$ cat config.mk
export PLATFORM = sky130hd
export DESIGN_NAME = lag_control
export DESIGN_NICKNAME = d
export VERILOG_FILES = /design/src/sv/lag_pkg.sv /design/src/sv/lag_control.sv
export SDC_FILE = /design/constraint.sdc
export NUM_CORES = 1
export LEC_CHECK = 0
export ABC_AREA = 0
export BUFFER_PORTS_ARGS = -buffer_cell sky130_fd_sc_hd__buf_2
export CAP_MARGIN = 10
export CORE_AREA = 2 2 39 41
export CTS_BUF_LIST = sky130_fd_sc_hd__clkbuf_4
export CTS_CLUSTER_SIZE = 14
export DETAILED_ROUTE_END_ITERATION = 8
export DIE_AREA = 0 0 41 43
export GPL_TIMING_DRIVEN = 0
export HOLD_SLACK_MARGIN = 0.15
export PLACE_DENSITY = 0.49
export SLEW_MARGIN = 20
export SYNTH_ARGS = -nofsm -noshare
export SYNTH_HDL_FRONTEND = slang
export SYNTH_SLANG_ARGS = --single-unit
$ cat constraint.sdc
create_clock -name clock -period 1.5 [get_ports clock]
set_clock_uncertainty 0.1 [all_clocks]
set_input_delay 0.3 -clock clock [delete_from_list [all_inputs] [get_ports clock]]
set_output_delay 0.3 -clock clock [all_outputs]
set_load 0.02 [all_outputs]
$ cat src/sv/lag_pkg.sv
// Package for the life automaton generation block.
// Holds grid constants, action codes and controller/datapath command types.
package lag_pkg;
   localparam int GRID_SIZE  = 256;
   localparam int COORD_W    = 8;
   localparam int ADDR_W     = 2 * COORD_W;
   localparam int MASK_W     = 9;
   localparam int CNT_W      = 4;

   typedef enum logic [1:0] {
      ACT_SET_ALIVE = 2'd0,
      ACT_SET_DEAD  = 2'd1,
      ACT_GENERATE  = 2'd2,
      ACT_READ      = 2'd3
   } action_type;

   localparam logic CSR_BIRTH = 1'b0;
   localparam logic CSR_DEATH = 1'b1;

   typedef struct packed {
      logic clear_sweep;   // write zeros through both memories
      logic do_write;      // single-cell write of the request
      logic gen_start;     // reset the sweep counter and change flag
      logic gen_step;      // advance the generation sweep one phase
      logic copy_step;     // copy next grid back one cell
      logic read_issue;    // read the addressed cell
   } lag_cmd_type;

   typedef struct packed {
      logic sweep_done;
      logic read_valid;
   } lag_status_type;
endpackage

$ cat src/sv/lag_control.sv
// Controller: sequences the clearing pass after reset, then write, generation, copy and read per item.
// Depends on lag_pkg.
module lag_control (
   input  logic                    clock,
   input  logic                    reset,
   input  logic                    req_fire,
   input  logic [1:0]              req_action,
   input  lag_pkg::lag_status_type status,
   input  logic                    rsp_fire,
   output lag_pkg::lag_cmd_type    cmd,
   output logic                    req_ready,
   output logic                    rsp_valid,
   output logic                    is_gen
);
   import lag_pkg::*;

   typedef enum logic [2:0] {
      ST_CLEAR, ST_IDLE, ST_GEN, ST_COPY, ST_COPY_END, ST_READ, ST_WAIT, ST_RSP
   } state_type;

   state_type state_ff, state_in;
   logic      gen_ff, gen_in;

   always_comb begin
      state_in = state_ff;
      gen_in   = gen_ff;
      cmd      = '0;
      case (state_ff)
         ST_CLEAR: begin
            cmd.clear_sweep = 1'b1;
            if (status.sweep_done) state_in = ST_IDLE;
         end
         ST_IDLE: if (req_fire) begin
            gen_in = (req_action == ACT_GENERATE);
            if (req_action == ACT_GENERATE) begin
               cmd.gen_start = 1'b1;
               state_in = ST_GEN;
            end else begin
               cmd.do_write = req_action inside {ACT_SET_ALIVE, ACT_SET_DEAD};
               state_in = ST_READ;
            end
         end
         ST_GEN: begin
            cmd.gen_step = 1'b1;
            if (status.sweep_done) state_in = ST_COPY;
         end
         ST_COPY: begin
            cmd.copy_step = 1'b1;
            if (status.sweep_done) state_in = ST_COPY_END;
         end
         ST_COPY_END: state_in = ST_READ;
         ST_READ: begin
            cmd.read_issue = 1'b1;
            state_in = ST_WAIT;
         end
         ST_WAIT: state_in = ST_RSP;
         ST_RSP:  if (rsp_fire) state_in = ST_IDLE;
         default: state_in = ST_IDLE;
      endcase
   end

   always_ff @(posedge clock) begin
      if (reset) begin
         state_ff <= ST_CLEAR;
         gen_ff   <= 1'b0;
      end else begin
         state_ff <= state_in;
         gen_ff   <= gen_in;
      end
   end

   assign req_ready = (state_ff == ST_IDLE);
   assign rsp_valid = (state_ff == ST_RSP);
   assign is_gen    = gen_ff;
endmodule

==> metrics.cfg <==
[worst_setup_path]
r2r_cells = 8
ff2ff_setup_slack_ps = -30
reg2reg_to = is_gen$_SDFFE_PP0P_
worstPathRequired_ps = 1100
cp.arrival_ps = 1190
start_kind = flop
crit_path_end_kind = primary output
criticalPathCategory = reg -> out
rr_startpoint = state_ff[1]$_SDFFE_PP0P_
crit_fanout = 3

[synthesis]
syn_avg_cell_area_sq_um = 7.19
syn_nets = 51
syn_area_sq_um = 309
synth_top_area_share_pct = 25.9
yosysSeqAreaShare_pct = 25.9
syn_inst = 43
yosysUniqueCellTypes = 20
synth-seq-cells = 4
yosysWarnings = 0
synthTopCellsByArea = dfxtp_1 (26%), nor2_1 (8.5%), a21oi_1 (6.5%)
synth_largest_area_cell = dfxtp_1

[floorplan]
die_y_um = 43
core_sq_um = 1380
die-area_sq_um = 1760
io_pins = 17
initial_core_util_pct = 22.3
rows = 14
die_x_um = 41

[power]
p_sw_share_pct = 30.9
power.total_uw = 426
p_switching_uw = 132
pwr-share-seq_pct = 28.0
ir_drop_uv = 525
intPower_uw = 294
power_density_nw_per_um2 = 688
p_comb_share_pct = 41.3
clkPwrFrac_pct = 30.6
leakagePower_nw = 0.284

[sta]
layout_min_cycle_time_ps = 1590
drv_slew = 0
setup_viol = 5
hold_violations = 0
tightestPinTransition_ps = 367
setup_ws_ps = -91.2
rsz0062_at_grt = yes
max_slew_margin_pct = 75.5
period_share_pct = 106
fmax_ghz = 0.628

[detailed_routing]
via_per_inst = 4.52
wl_per_cell_um = 10.3
route.detailed.drc = 0
routed_wl_um = 920
vias = 402
initialDrtViolationCount = 9
ant_nets = 0
drtPass1Iterations = 3

[cells_and_area]
nets = 83
layout-drive-gt1-share_pct = 67.1
final_cell_area_sq_um = 619
fin_util_pct = 44.8
diodes = 0
area_delta_synth_final_pct = 100

[global_route]
grt_use_total_pct = 12.1
grt_pass1_wl_um = 1420
grt-ovfl-total = 0
grt_start_max_net_pins = 11
antenna_found_initial = 0
first_global_vias = 377

[placement]
place.port_buffers = 15
placed_area_sq_um = 418
dp_hpwl_um = 597
dp_slack_ps = -21.0
gp_congestion = 0.716

[outcome]
outcome = complete, but fails checks
violations = setup timing

[worst_hold_path]
hold_depth = 2
min_to = is_gen$_SDFFE_PP0P_
hp-start = reset
holdCritPathClass = in -> reg

[clock_network]
htreeDepth = 1
clkTransAtPathRegs_ps = 40
holdBufCountCts = 0
clock_path_buffers = 2
worstSkewPairLatency_ps = 230
cts.sinks = 4
numCtsBuffers = 3
cts_root_buf = clkbuf_4
cts_tree = done

[run]
drv_cap = 0

[sequential cells by signal, summed over array words and instances (netlist names)]
signal    count
state_ff      3
is_gen        1
[cell usage in the layout, fill, tap and decap left out, types with 3 or more instances in the layout]
cell type  synthesis  layout
buf_4              1      15
buf_2              2       8
buf_6              0       6
nor2_1             7       5
nand2_1            5       4
nor3_1             4       3
a21oi_1            4       3
clkbuf_4           0       3
[power by group through the flow]
stage          Clock (mW)  Combinational [mW]  Sequential (mW)
2_1_floorplan           0              0.0845            0.120
3_3_place_gp            0               0.119            0.120
3_5_place_dp            0               0.120            0.120
4_1_cts             0.140               0.175            0.119
5_1_grt             0.151               0.190            0.120
6_report            0.131               0.176            0.119
[what timing repair did]
| action | CTS | global route |
|---|---|---|
| resized for setup | 26 | 2 |
| setup buffers | 12 | 0 |
| pin swaps | 5 | 0 |
| setup endpoints to repair | 8 | 10 |
[final cells by class]
class / count / area (sq um)
fillers: 141 / 764
multi-input cells: 33 / 245
repair buffers: 27 / 198
flip-flops and latches: 4 / 85.1
plain buffers: 3 / 37.5
clock buffers: 3 / 22.5
well taps: 16 / 20.0
inverters: 3 / 11.3
[kinds of logic (layout without fill, tap and decap cells)]
logic type | after synthesis | count (layout) | synth area share (%)
AOI/OAI and AO/OA | 8 | 8 | 21.5
buffers and inverters | 6 | 36 | 9.31
DFF | 4 | 4 | 25.9
muxes | 1 | 1 | 4.86
and+or+nand+nor | 24 | 24 | 38.5
[worst max path at each step]
| stage | start | endpoint |
|---|---|---|
| 6_report | state_ff[1]$_SDFFE_PP0P_ | cmd[4] |
| 5_1_grt | state_ff[1]$_SDFFE_PP0P_ | cmd[4] |
| 4_1_cts | state_ff[1]$_SDFFE_PP0P_ | cmd[4] |
| 3_5_place_dp | state_ff[0]$_SDFFE_PP0P_ | cmd[4] |
| 3_3_place_gp | state_ff[0]$_SDFFE_PP0P_ | cmd[4] |
| 2_1_floorplan | state_ff[0]$_SDFFE_PP0P_ | cmd[4] |
[metal layers]
| layer | vias to the layer above | GRT usage, % | share of wire (%) |
|---|---|---|---|
| met5 | - | 0 | 0 |
| met4 | 0 | 0 | 0 |
| met2 | 15 | 21.6 | 55 |
| li1 | 207 | - | - |
| met1 | 180 | 10.9 | 38 |
| met3 | 0 | 9.42 | 7.1 |
[cell usage after synthesis (all sizes together)]
cell    number
nand2b       1
nand3        2
nor2         7
nor3b        1
nand2        6
and2         1
o221ai       1
a31o         1
mux2         1
dfxtp        4
a21oi        4
buf          3
a211oi       1
a311oi       1
or2          1
nor2b        1
nor3         4
inv          3
[critical path, stage by stage, from the launching register on]
cell and delay (ps):
dfxtp_2 310, buf_6 110, nor3b_4 220, nand2_2 110, nor2_4 90, buf_6 110
[through the flow]
stage / hold WS [ps] / instances / setup TNS, ps
after detailed placement: 353 / 74 / -21.0
after CTS: 192 / 89 / -255
final: 203 / 89 / -254
after floorplan: 268 / 43 / -22.9
after global placement: 350 / 74 / -11.7
after global routing: 194 / 89 / -796
Note: power is estimated with default switching activity, not from simulation.
